File: config.mk
export PLATFORM = sky130hd
export DESIGN_NAME = boolean_transitive_closure_unit
export DESIGN_NICKNAME = d
export VERILOG_FILES = /design/src/rtl/core/btc_pkg.sv /design/src/rtl/core/boolean_transitive_closure_unit.sv /design/src/rtl/core/btc_queue.sv /design/src/rtl/core/btc_front.sv /design/src/rtl/core/btc_back.sv
export SDC_FILE = /design/constraint.sdc
export NUM_CORES = 2
export LEC_CHECK = 0
export ABC_AREA = 1
export ABC_CLOCK_PERIOD_IN_PS = 8400
export BUFFER_PORTS_ARGS = -buffer_cell sky130_fd_sc_hd__buf_2
export CORE_ASPECT_RATIO = 0.8
export CORE_MARGIN = 4
export CORE_UTILIZATION = 40
export CTS_CLUSTER_SIZE = 20
export DETAILED_ROUTE_END_ITERATION = 7
export GPL_TIMING_DRIVEN = 0
export SLEW_MARGIN = 25
export SYNTH_ARGS = -nofsm -noshare
export SYNTH_HDL_FRONTEND = slang
export SYNTH_SLANG_ARGS = --single-unit
File: constraint.sdc
create_clock -name clock -period 8.4 [get_ports clock]
set_input_delay 1.68 -clock clock [delete_from_list [all_inputs] [get_ports clock]]
set_output_delay 1.68 -clock clock [all_outputs]
set_load 0.1 [all_outputs]
File: src/rtl/core/btc_pkg.sv
// Types and constants of the transitive closure unit.
// No dependencies; every module of the block imports it.
package btc_pkg;

   localparam int ROW_W     = 32;
   localparam int ROW_IDX_W = 5;
   localparam int NC_W      = 6;

   localparam logic [NC_W-1:0] NODE_COUNT_RESET = 6'd32;

   localparam int QUEUE_DEPTH = 2;
   localparam int QPTR_W      = 1;
   localparam int QCNT_W      = 2;

   typedef struct packed {
      logic [ROW_IDX_W-1:0] idx;
      logic                 last;
      logic [ROW_W-1:0]     row;
   } q_entry_type;

   typedef enum logic [2:0] {
      BK_LOAD,
      BK_PIV_RD,
      BK_PIV_LD,
      BK_SCAN,
      BK_DRAIN,
      BK_EM_RD,
      BK_EM_WR
   } back_state_type;

endpackage

File: src/rtl/core/boolean_transitive_closure_unit.sv
// Top level of the Boolean transitive closure (Warshall) unit.
// Depends on btc_pkg, btc_front, btc_queue and btc_back.
//
// Send the adjacency matrix of an N-node graph as N row transactions on the
// req_ channel, row 0 first; N is csr_node_count clamped to 1..min(MAX_NODES,32),
// and row bits at or above N are dropped. Once the last row is in, the unit
// runs Warshall's closure in place and returns N rsp_ transactions, rows 0 to
// N-1 in order, rsp_last_row high on the last one. The diagonal is not forced.
// Sequence per matrix: rows land in the row memory behind a two-entry
// queue while the back end is loading; the closure then sweeps the
// row memory once per pivot (pivot read, pivot capture, N row reads with
// each update written in the cycle after its read, one drain step); the emit
// then reads each row and registers it for the rsp_ channel. The memory sweep
// dominates the time per matrix. The queue takes up to two rows of the next
// matrix while the sweep runs; a result held by the receiver stalls the emit,
// and with it the input once the queue is full.
// Writing node_count discards a partly loaded matrix; write it only when the
// unit is idle. The row memory needs no clearing pass after reset.
module boolean_transitive_closure_unit
   import btc_pkg::*;
#(
   parameter int MAX_NODES = 32
) (
   input  logic                 clock,
   input  logic                 reset,
   input  logic                 req_valid,
   output logic                 req_ready,
   input  logic [ROW_W-1:0]     req_row_bits,
   output logic                 rsp_valid,
   input  logic                 rsp_ready,
   output logic [ROW_IDX_W-1:0] rsp_row_index,
   output logic [ROW_W-1:0]     rsp_reach_bits,
   output logic                 rsp_last_row,
   input  logic                 csr_valid,
   output logic                 csr_ready,
   input  logic [NC_W-1:0]      csr_node_count
);

   localparam int RowLimit = (MAX_NODES < 32) ? MAX_NODES : 32;
   localparam int CntW     = $clog2(RowLimit + 1);

   logic [NC_W-1:0] node_count_ff, node_count_in;
   logic [CntW-1:0] n_cnt;
   logic            cfg_we;
   logic            q_push, q_ready, q_valid, q_pop;
   q_entry_type     q_in_entry, q_out_entry;

   // Always take configuration writes.
   assign csr_ready = 1'b1;
   assign cfg_we    = csr_valid && csr_ready;

   always_comb begin
      node_count_in = node_count_ff;
      if (cfg_we) begin
         node_count_in = csr_node_count;
      end
   end

   always_ff @(posedge clock) begin
      if (reset) begin
         node_count_ff <= NODE_COUNT_RESET;
      end else begin
         node_count_ff <= node_count_in;
      end
   end

   // Clamp the node count to the range the row memory holds.
   always_comb begin
      if (node_count_ff == '0) begin
         n_cnt = CntW'(1);
      end else if (node_count_ff > NC_W'(RowLimit)) begin
         n_cnt = CntW'(RowLimit);
      end else begin
         n_cnt = CntW'(node_count_ff);
      end
   end

   btc_front #(
      .MAX_NODES (MAX_NODES)
   ) u_front (
      .clock        (clock),
      .reset        (reset),
      .n_cnt        (n_cnt),
      .cfg_we       (cfg_we),
      .req_valid    (req_valid),
      .req_ready    (req_ready),
      .req_row_bits (req_row_bits),
      .q_ready      (q_ready),
      .q_push       (q_push),
      .q_entry      (q_in_entry)
   );

   btc_queue u_queue (
      .clock      (clock),
      .reset      (reset),
      .push       (q_push),
      .push_data  (q_in_entry),
      .push_ready (q_ready),
      .pop        (q_pop),
      .pop_valid  (q_valid),
      .pop_data   (q_out_entry)
   );

   btc_back #(
      .MAX_NODES (MAX_NODES)
   ) u_back (
      .clock          (clock),
      .reset          (reset),
      .n_cnt          (n_cnt),
      .q_valid        (q_valid),
      .q_entry        (q_out_entry),
      .q_pop          (q_pop),
      .rsp_valid      (rsp_valid),
      .rsp_ready      (rsp_ready),
      .rsp_row_index  (rsp_row_index),
      .rsp_reach_bits (rsp_reach_bits),
      .rsp_last_row   (rsp_last_row)
   );

endmodule

File: src/rtl/core/btc_queue.sv
// Two-entry queue between the row front end and the closure back end.
// Depends on btc_pkg for the entry type and depth constants.
module btc_queue
   import btc_pkg::*;
(
   input  logic        clock,
   input  logic        reset,
   input  logic        push,
   input  q_entry_type push_data,
   output logic        push_ready,
   input  logic        pop,
   output logic        pop_valid,
   output q_entry_type pop_data
);

   q_entry_type              entries_ff [QUEUE_DEPTH];
   logic [QPTR_W-1:0]        wr_ptr_ff, wr_ptr_in;
   logic [QPTR_W-1:0]        rd_ptr_ff, rd_ptr_in;
   logic [QCNT_W-1:0]        count_ff, count_in;

   assign push_ready = (count_ff != QCNT_W'(QUEUE_DEPTH));
   assign pop_valid  = (count_ff != '0);
   assign pop_data   = entries_ff[rd_ptr_ff];

   always_comb begin
      wr_ptr_in = wr_ptr_ff;
      rd_ptr_in = rd_ptr_ff;
      count_in  = count_ff;
      if (push && push_ready) begin
         wr_ptr_in = wr_ptr_ff + QPTR_W'(1);
      end
      if (pop && pop_valid) begin
         rd_ptr_in = rd_ptr_ff + QPTR_W'(1);
      end
      if ((push && push_ready) && !(pop && pop_valid)) begin
         count_in = count_ff + QCNT_W'(1);
      end else if (!(push && push_ready) && (pop && pop_valid)) begin
         count_in = count_ff - QCNT_W'(1);
      end
   end

   always_ff @(posedge clock) begin
      if (reset) begin
         wr_ptr_ff <= '0;
         rd_ptr_ff <= '0;
         count_ff  <= '0;
      end else begin
         wr_ptr_ff <= wr_ptr_in;
         rd_ptr_ff <= rd_ptr_in;
         count_ff  <= count_in;
      end
   end

   always_ff @(posedge clock) begin
      if (push && push_ready) begin
         entries_ff[wr_ptr_ff] <= push_data;
      end
   end

endmodule

File: src/rtl/core/btc_front.sv
// Front end: takes adjacency rows, masks them and tags index and end of matrix.
// Depends on btc_pkg; feeds btc_queue.
module btc_front
   import btc_pkg::*;
#(
   parameter int MAX_NODES = 32
) (
   input  logic                  clock,
   input  logic                  reset,
   input  logic [$clog2(((MAX_NODES < 32) ? MAX_NODES : 32) + 1)-1:0] n_cnt,
   input  logic                  cfg_we,
   input  logic                  req_valid,
   output logic                  req_ready,
   input  logic [ROW_W-1:0]      req_row_bits,
   input  logic                  q_ready,
   output logic                  q_push,
   output q_entry_type           q_entry
);

   localparam int RowLimit = (MAX_NODES < 32) ? MAX_NODES : 32;
   localparam int IdxW     = $clog2(RowLimit);
   localparam int CntW     = $clog2(RowLimit + 1);

   logic [IdxW-1:0]  cnt_ff, cnt_in;
   logic [ROW_W-1:0] mask;
   logic             row_last;

   always_comb begin
      for (int j = 0; j < ROW_W; j++) begin
         mask[j] = (j < int'(n_cnt));
      end
   end

   assign row_last  = ((CntW'(cnt_ff) + CntW'(1)) == n_cnt);
   assign req_ready = q_ready;
   assign q_push    = req_valid && q_ready;

   assign q_entry.idx  = ROW_IDX_W'(cnt_ff);
   assign q_entry.last = row_last;
   assign q_entry.row  = req_row_bits & mask;

   always_comb begin
      cnt_in = cnt_ff;
      if (cfg_we) begin
         cnt_in = '0;
      end else if (q_push) begin
         cnt_in = row_last ? '0 : cnt_ff + IdxW'(1);
      end
   end

   always_ff @(posedge clock) begin
      if (reset) begin
         cnt_ff <= '0;
      end else begin
         cnt_ff <= cnt_in;
      end
   end

endmodule

File: src/rtl/core/btc_back.sv
// Back end: row memory, Warshall sweep sequencer and result register.
// Depends on btc_pkg; drains btc_queue.
module btc_back
   import btc_pkg::*;
#(
   parameter int MAX_NODES = 32
) (
   input  logic                  clock,
   input  logic                  reset,
   input  logic [$clog2(((MAX_NODES < 32) ? MAX_NODES : 32) + 1)-1:0] n_cnt,
   input  logic                  q_valid,
   input  q_entry_type           q_entry,
   output logic                  q_pop,
   output logic                  rsp_valid,
   input  logic                  rsp_ready,
   output logic [ROW_IDX_W-1:0]  rsp_row_index,
   output logic [ROW_W-1:0]      rsp_reach_bits,
   output logic                  rsp_last_row
);

   localparam int RowLimit = (MAX_NODES < 32) ? MAX_NODES : 32;
   localparam int IdxW     = $clog2(RowLimit);
   localparam int CntW     = $clog2(RowLimit + 1);

   logic [ROW_W-1:0] row_mem [RowLimit];

   back_state_type   state_ff, state_in;
   logic [IdxW-1:0]  k_ff, k_in;
   logic [IdxW-1:0]  i_ff, i_in;
   logic             upd_ff, upd_in;
   logic [IdxW-1:0]  upd_idx_ff, upd_idx_in;
   logic [ROW_W-1:0] pivot_ff, pivot_in;
   logic [ROW_W-1:0] rd_data_ff;
   logic             rsp_valid_ff, rsp_valid_in;
   logic [ROW_IDX_W-1:0] rsp_idx_ff, rsp_idx_in;
   logic [ROW_W-1:0] rsp_bits_ff, rsp_bits_in;
   logic             rsp_last_ff, rsp_last_in;

   logic [IdxW-1:0]  rd_addr;
   logic             mem_we;
   logic [IdxW-1:0]  mem_wa;
   logic [ROW_W-1:0] mem_wd;
   logic [CntW-1:0]  n_m1;
   logic             i_last, k_last, out_free;

   assign n_m1     = n_cnt - CntW'(1);
   assign i_last   = (CntW'(i_ff) == n_m1);
   assign k_last   = (CntW'(k_ff) == n_m1);
   assign out_free = !rsp_valid_ff || rsp_ready;

   // Memory write port: loading in idle, row update during the sweep.
   always_comb begin
      mem_we = 1'b0;
      mem_wa = upd_idx_ff;
      mem_wd = rd_data_ff | pivot_ff;
      if (state_ff == BK_LOAD && q_valid) begin
         mem_we = 1'b1;
         mem_wa = q_entry.idx[IdxW-1:0];
         mem_wd = q_entry.row;
      end else if (upd_ff && rd_data_ff[k_ff]) begin
         mem_we = 1'b1;
      end
   end

   assign rd_addr = (state_ff == BK_PIV_RD) ? k_ff : i_ff;

   always_comb begin
      state_in     = state_ff;
      k_in         = k_ff;
      i_in         = i_ff;
      upd_in       = 1'b0;
      upd_idx_in   = i_ff;
      pivot_in     = pivot_ff;
      q_pop        = 1'b0;
      rsp_valid_in = rsp_valid_ff && !rsp_ready;
      rsp_idx_in   = rsp_idx_ff;
      rsp_bits_in  = rsp_bits_ff;
      rsp_last_in  = rsp_last_ff;
      case (state_ff)
         BK_LOAD: begin
            q_pop = q_valid;
            if (q_valid && q_entry.last) begin
               k_in     = '0;
               i_in     = '0;
               state_in = BK_PIV_RD;
            end
         end
         BK_PIV_RD: begin
            state_in = BK_PIV_LD;
         end
         BK_PIV_LD: begin
            pivot_in = rd_data_ff;
            state_in = BK_SCAN;
         end
         BK_SCAN: begin
            upd_in = 1'b1;
            if (i_last) begin
               i_in     = '0;
               state_in = BK_DRAIN;
            end else begin
               i_in = i_ff + IdxW'(1);
            end
         end
         BK_DRAIN: begin
            if (k_last) begin
               state_in = BK_EM_RD;
            end else begin
               k_in     = k_ff + IdxW'(1);
               state_in = BK_PIV_RD;
            end
         end
         BK_EM_RD: begin
            state_in = BK_EM_WR;
         end
         BK_EM_WR: begin
            if (out_free) begin
               rsp_valid_in = 1'b1;
               rsp_idx_in   = ROW_IDX_W'(i_ff);
               rsp_bits_in  = rd_data_ff;
               rsp_last_in  = i_last;
               if (i_last) begin
                  i_in     = '0;
                  state_in = BK_LOAD;
               end else begin
                  i_in     = i_ff + IdxW'(1);
                  state_in = BK_EM_RD;
               end
            end
         end
         default: begin
            state_in = BK_LOAD;
         end
      endcase
   end

   always_ff @(posedge clock) begin
      if (reset) begin
         state_ff     <= BK_LOAD;
         k_ff         <= '0;
         i_ff         <= '0;
         upd_ff       <= 1'b0;
         rsp_valid_ff <= 1'b0;
      end else begin
         state_ff     <= state_in;
         k_ff         <= k_in;
         i_ff         <= i_in;
         upd_ff       <= upd_in;
         rsp_valid_ff <= rsp_valid_in;
      end
   end

   always_ff @(posedge clock) begin
      upd_idx_ff  <= upd_idx_in;
      pivot_ff    <= pivot_in;
      rsp_idx_ff  <= rsp_idx_in;
      rsp_bits_ff <= rsp_bits_in;
      rsp_last_ff <= rsp_last_in;
   end

   always_ff @(posedge clock) begin
      if (mem_we) begin
         row_mem[mem_wa] <= mem_wd;
      end
      rd_data_ff <= row_mem[rd_addr];
   end

   assign rsp_valid      = rsp_valid_ff;
   assign rsp_row_index  = rsp_idx_ff;
   assign rsp_reach_bits = rsp_bits_ff;
   assign rsp_last_row   = rsp_last_ff;

endmodule

* After elaboration in Yosys (flattened, before gate mapping)
Memories as Yosys holds them, arrays and structs flattened. A register that Yosys moved wholly into a read port is not among the register bits.
Index checks and enable logic that the tools add are counted.
** Storage, ports and cells
- Register bits after elaboration :: 105
- RAM bits :: 1100
- Bits of input ports :: 43
- Output and inout port bits :: 41
- Logic and storage cells :: 135
- Memories kept :: 2
** Operators by class
- Add/subtract/negate cells :: 9
- $lt $le $gt $ge :: 34
- Eq/ne operators :: 14
- Multiplexer cells :: 34
- Bitwise gates (word level) :: 2
- Reduce and logical (&&, ||, !) cells :: 25
** Memories
- u_back.row_mem :: depth 32, bits a word 32, rd ports 1, clocked after Yosys merged registers in 1, write ports 1, line btc_back.sv:25 : logic [ROW_W-1:0] row_mem [RowLimit];
- u_queue.entries_ff :: depth 2, bits a word 38, rd ports 1, clocked after Yosys merged registers in 1, write ports 1, line btc_queue.sv:16 : q_entry_type entries_ff [QUEUE_DEPTH];
** Operator list (count)
- 5-bit by 6-bit < comparator with 1-bit output, first input constant :: 16
- 4-bit by 6-bit < comparator with 1-bit output, first input constant :: 8
- 5-bit two-way mux :: 7
- 32-bit AND :: 1
- 32-bit two-way mux :: 1
- 32-bit OR :: 1
- 3-bit by 6-bit < comparator with 1-bit output, first input constant :: 4
- 3-bit one-hot mux with 7 select lines :: 1
- 5-bit by 1-bit adder with 5-bit output, second input constant :: 3
- 3-bit two-way mux :: 5
- 5-bit one-hot mux with 3 select lines :: 1
- 1-bit two-way mux :: 13
- 5-bit by 6-bit equality test with 1-bit output :: 2
- 1-bit by 6-bit < comparator with 1-bit output, first input constant :: 2
- 2-bit by 6-bit < comparator with 1-bit output, first input constant :: 2
- 6-bit two-way mux :: 2
- 5-bit one-hot mux with 2 select lines :: 1
- 3-bit equality test, second input constant :: 3
- 1-bit logical AND :: 9
- 3-bit AND reduction :: 3
- 5-bit by 1-bit adder with 6-bit output, second input constant :: 1
- 3-bit by 2-bit equality test with 1-bit output, second input constant :: 2
- 6-bit equality test :: 1
- 6-bit greater-than comparator, second input constant :: 1
- 18 further kinds :: 28

* Logic depth before layout (Yosys ltp)
- Depth after elaboration :: 8
- Depth in mapped cells :: 19
- Depth with buffers taken out :: 18

* By module
From an unflattened synthesis, not the netlist that was laid out.
** Second synthesis, totals
- Cell total of the unflattened synthesis :: 5012
- Area, all modules :: 54069.4 um2
** By module, submodules not included
- btc_back :: instances 1, cells an instance 4645, area each 49867.8 um2, sequential area each 33892.5 um2
- btc_queue :: instances 1, cells an instance 155, area each 3062.9 um2, sequential area each 2382.3 um2
- btc_front :: instances 1, cells an instance 169, area each 865.8 um2, sequential area each 100.1 um2
- boolean_transitive_closure_unit :: instances 1, cells an instance 43, area each 272.8 um2, sequential area each 120.1 um2

* Worst setup path before layout
OpenSTA, ideal clock, no wires.
- Path kind :: input-to-reg
- Start :: input port req_valid
- End :: memory u_queue.entries_ff[1][0] (netlist name), enable pin
- Library setup time :: 435 ps
- Data arrival time :: 3532 ps
- Required time :: 7965 ps
- Path slack :: 4433 ps
- Cell stages on the path :: 2
- Buffers on the path :: 0
- Path through :: nand2_1 > nor2_1
** On the way
- Longest elaborated chain between the ends :: 4
** Ends and longest elaborated chain
- from (decl) :: line boolean_transitive_closure_unit.sv:26 : input logic req_valid,
- 1-bit logical AND :: line btc_front.sv:36 : assign q_push = req_valid && q_ready;
- 1-bit logical AND :: line btc_queue.sv:55 : if (push && push_ready) begin
- 1-bit two-way mux :: line btc_queue.sv:55
- 1-bit two-way mux (implied by the code) :: line btc_queue.sv:56 : entries_ff[wr_ptr_ff] <= push_data;
- to (decl) :: line btc_queue.sv:16
No other way between the ends.

* Worst setup path in the final report
- Start :: register u_back.k_ff[0]
- End :: memory u_back.row_mem[7][22], enable pin
** On the way
- Longest elaborated chain between the ends :: 7
** Ends and longest elaborated chain
- from (decl) :: line btc_back.sv:28 : logic [IdxW-1:0] k_ff, k_in;
- from (signal assigned) :: line btc_back.sv:145 : k_ff <= k_in;
- 1-bit binary-select mux with 5-bit select :: line btc_back.sv:60 : end else if (upd_ff && rd_data_ff[k_ff]) begin
- 1-bit two-way mux (implied by the code) :: line btc_back.sv:60
- 1-bit logical AND :: line btc_back.sv:60
- 1-bit two-way mux :: line btc_back.sv:60
- 1-bit two-way mux :: line btc_back.sv:56 : if (state_ff == BK_LOAD && q_valid) begin
- 1-bit two-way mux :: line btc_back.sv:161 : if (mem_we) begin
- 1-bit two-way mux (implied by the code) :: line btc_back.sv:162 : row_mem[mem_wa] <= mem_wd;
- to (decl) :: line btc_back.sv:25
No other way between the ends. The select of a mux whose other input is x is not followed.

==> results.cfg <==
[die]
die_y_um = 322
core_area_um2 = 123000
num_rows = 115
start_util_pct = 40.3
io_pins = 84
dieWidth_um = 401
die-area_um2 = 129000

[drt]
final_antenna_net_count = 0
routed_wl_um = 157000
routedWlPerCell_um = 26.5
firstDrtPassIters = 6
num_vias = 34100
drcViolationCount = 0
drt_iter0_drc = 6015
via_per_inst = 5.73

[sta]
fin_ws_ps = 4100
relSlewSlack_pct = 20.5
setup_violations = 0
clock_skew_ps = 34.7
hold_ws_ps = 478
finalCritPeriodShare_pct = 51.2
finalMaxSlewViolations = 0
fmax_ghz = 0.233
tightest_slew_ps = 1180
period_needed_ps = 4300
hold_violations = 0
rsz0062_at_grt = false
setup-tns-final_ps = 0

[global_routing]
grt_pass1_vias = 31300
grt_usage_pct = 23.7
grt_pass1_wl_um = 223000
antenna_found_initial = 5
grt_max_degree = 33
gr-total-overflow = 0

[logic_synthesis]
synth_top_area_share_pct = 71.1
syn_area_um2 = 49400
synthCells = 3897
synth_warnings = 0
yosys-top-cells-area = edfxtp_1, o21ai_0, nor2_1, o211ai_1, dfxtp_1
yosysSeqAreaShare_pct = 73.9
postSynthAreaPerCell_um2 = 12.7
syn-num-nets = 3948
synth-seq-cells = 1238
yosysTopAreaCell = edfxtp_1
yosys.cell_types.count = 37

[layout]
layout_common_cells = edfxtp_1, o21ai_0, nor2_1
fin_cells = 5939
layout_commonest_cell = edfxtp_1
area.sequential_um2 = 36500
multiInputGateArea_um2 = 11500
nFillCells = 10500
nNetsFinal = 4241
drive_above_1_share_pct = 13.4
syn_to_final_growth_pct = 19.0

[clock_tree]
clock_sinks = 1238
cts_resized = 0
cts_tree = done
root_buffer = clkbuf_16
cts_hold_buf = 0
worst_skew_pair.late_latency_ps = 730
clk_pin_slew_worst_paths_ps = 60
numCtsBuffers = 119
clock_path_buffers = 3
post_cts_buffers = 0
cts.htree.levels = 3

[power]
total_power_mw = 20.1
ir_worst_vdd_uv = 183
p_per_area_nw_per_um2 = 342
leakage_nw = 19.8

[placed_design]
placed_cells = 5707
routabilityCongestion = 0.893
io_buffers = 82
dpl_worst_slack_ps = 4280
dp_hpwl_um = 109000

[critical_path]
critPathKind = flop to flop
worstPathCellList = inv_1 > clkbuf_1 > o21ai_0 > o22ai_1 > a21oi_1 > nand2_1 > nand3_1 > nand2_1 > nand2_1 > nor2_4 > buf_16 > buf_8
cp_slowest_cell = nor2_4
cp_data_arrival_time_ps = 4720
cp_max_fo = 13
required_ps = 8820
startpoint_type = flop
crit_top_cell = nand2_1
worstSetupEndpointType = flop
cpPeakStageDelay_ps = 660

[hold_path]
hold_class = flop to flop

[flow_run]
cap_violations = 0

[outcome]
status = finished clean
## final cells by class
cell class	instances	share of cell area, %
plain buffers	236	1.89
diodes	6	0.0255
clock inverters	72	1.30
multi-input cells	2181	19.6
well taps	1638	3.49
clock buffers	154	5.50
flip-flops and latches	1238	62.1
inverters	242	1.55
repair buffers	172	4.55
## routing by layer
layer	GRT usage [%]	part of all wire [%]	vias up
li1	-	-	14800
met1	35.7	43	16800
met2	33.6	42	2167
met3	5.95	12	308
met4	7.89	3.6	2
met5	0	0.0083	-
## Yosys cell counts
cell	number
or2_2	2
buf_6	3
xor2_1	17
nand3_2	1
edfxtp_1	1170
nand2_1	269
dfxtp_1	68
mux2i_1	32
o22ai_1	4
o21ai_0	610
nand4_1	1
o221ai_1	2
nor2_4	1
nor3_1	3
buf_1	14
nand2_4	1
o21ai_4	1
o211ai_1	263
nor3b_1	3
nand3b_1	2
inv_1	238
nor2_2	1
ha_1	8
a21oi_1	188
nand2_2	4
nor2_8	1
nor2_1	576
conb_1	1
buf_2	107
buf_4	15
clkbuf_1	97
inv_4	1
xnor2_1	4
o21ai_1	29
nand2_8	1
inv_2	3
nand3_1	156
## through the flow
stage                     utilization [%]  cell area, um^2
after floorplan                         -            49400
final                                47.9            58800
after detailed placement             44.6            54800
after CTS                            47.9            58800
after global routing                 47.9            58800
after global placement               42.3            51900
## flip-flops by register name, indices dropped and copies added (netlist names), 6 cells and up, named ones only
name / flops
node_count_ff: 6
u_back.pivot_ff: 32
u_back.rd_data_ff: 32
u_back.row_mem: 1024
u_back.rsp_reach_bits: 32
u_queue.entries_ff: 76
## path summary, 6_finish.rpt
kind / from / end / slack (ps) / depth (start not counted)
setup / recovery: u_back.k_ff[0] / u_back.row_mem[7][22] / 4100 / 12
hold / removal: u_queue.rd_ptr_ff / u_queue.rd_ptr_ff / 480 / 2
setup reg to reg: u_back.k_ff[0] / u_back.row_mem[7][22] / 4100 / 12
hold reg to reg: u_queue.rd_ptr_ff / u_queue.rd_ptr_ff / 480 / 2
## logic make-up (layout without fill, tap and decap cells)
family                   after synthesis  count (layout)  synth area share (%)
AO/OA/AOI/OAI                       1097            1097                  12.5
XOR/XNOR                              21              21                 0.372
adder cells (fa/ha/maj)                8               8                 0.203
buffers and inverters                478             876                  4.07
flip-flops                          1238            1238                  73.9
multiplexers                          32              32                 0.648
other                                  1               7               0.00759
AND/OR/NAND/NOR                     1022            1022                  8.35
## power by group
part / switching, mW / internal, mW / total (mW)
clock network: 2.35 / 3.18 / 5.52
logic: 4.11 / 1.61 / 5.73
registers: 0.258 / 8.59 / 8.85
total: 6.72 / 13.4 / 20.1
## critical path, delay by kind of cell (launching register included)
kind	cells	cell delay [ps]
AO/OA/AOI/OAI	3	730
flip-flops	1	360
AND/OR/NAND/NOR	5	1590
buffers and inverters	4	1280
Power figures use the tool's default switching activity.
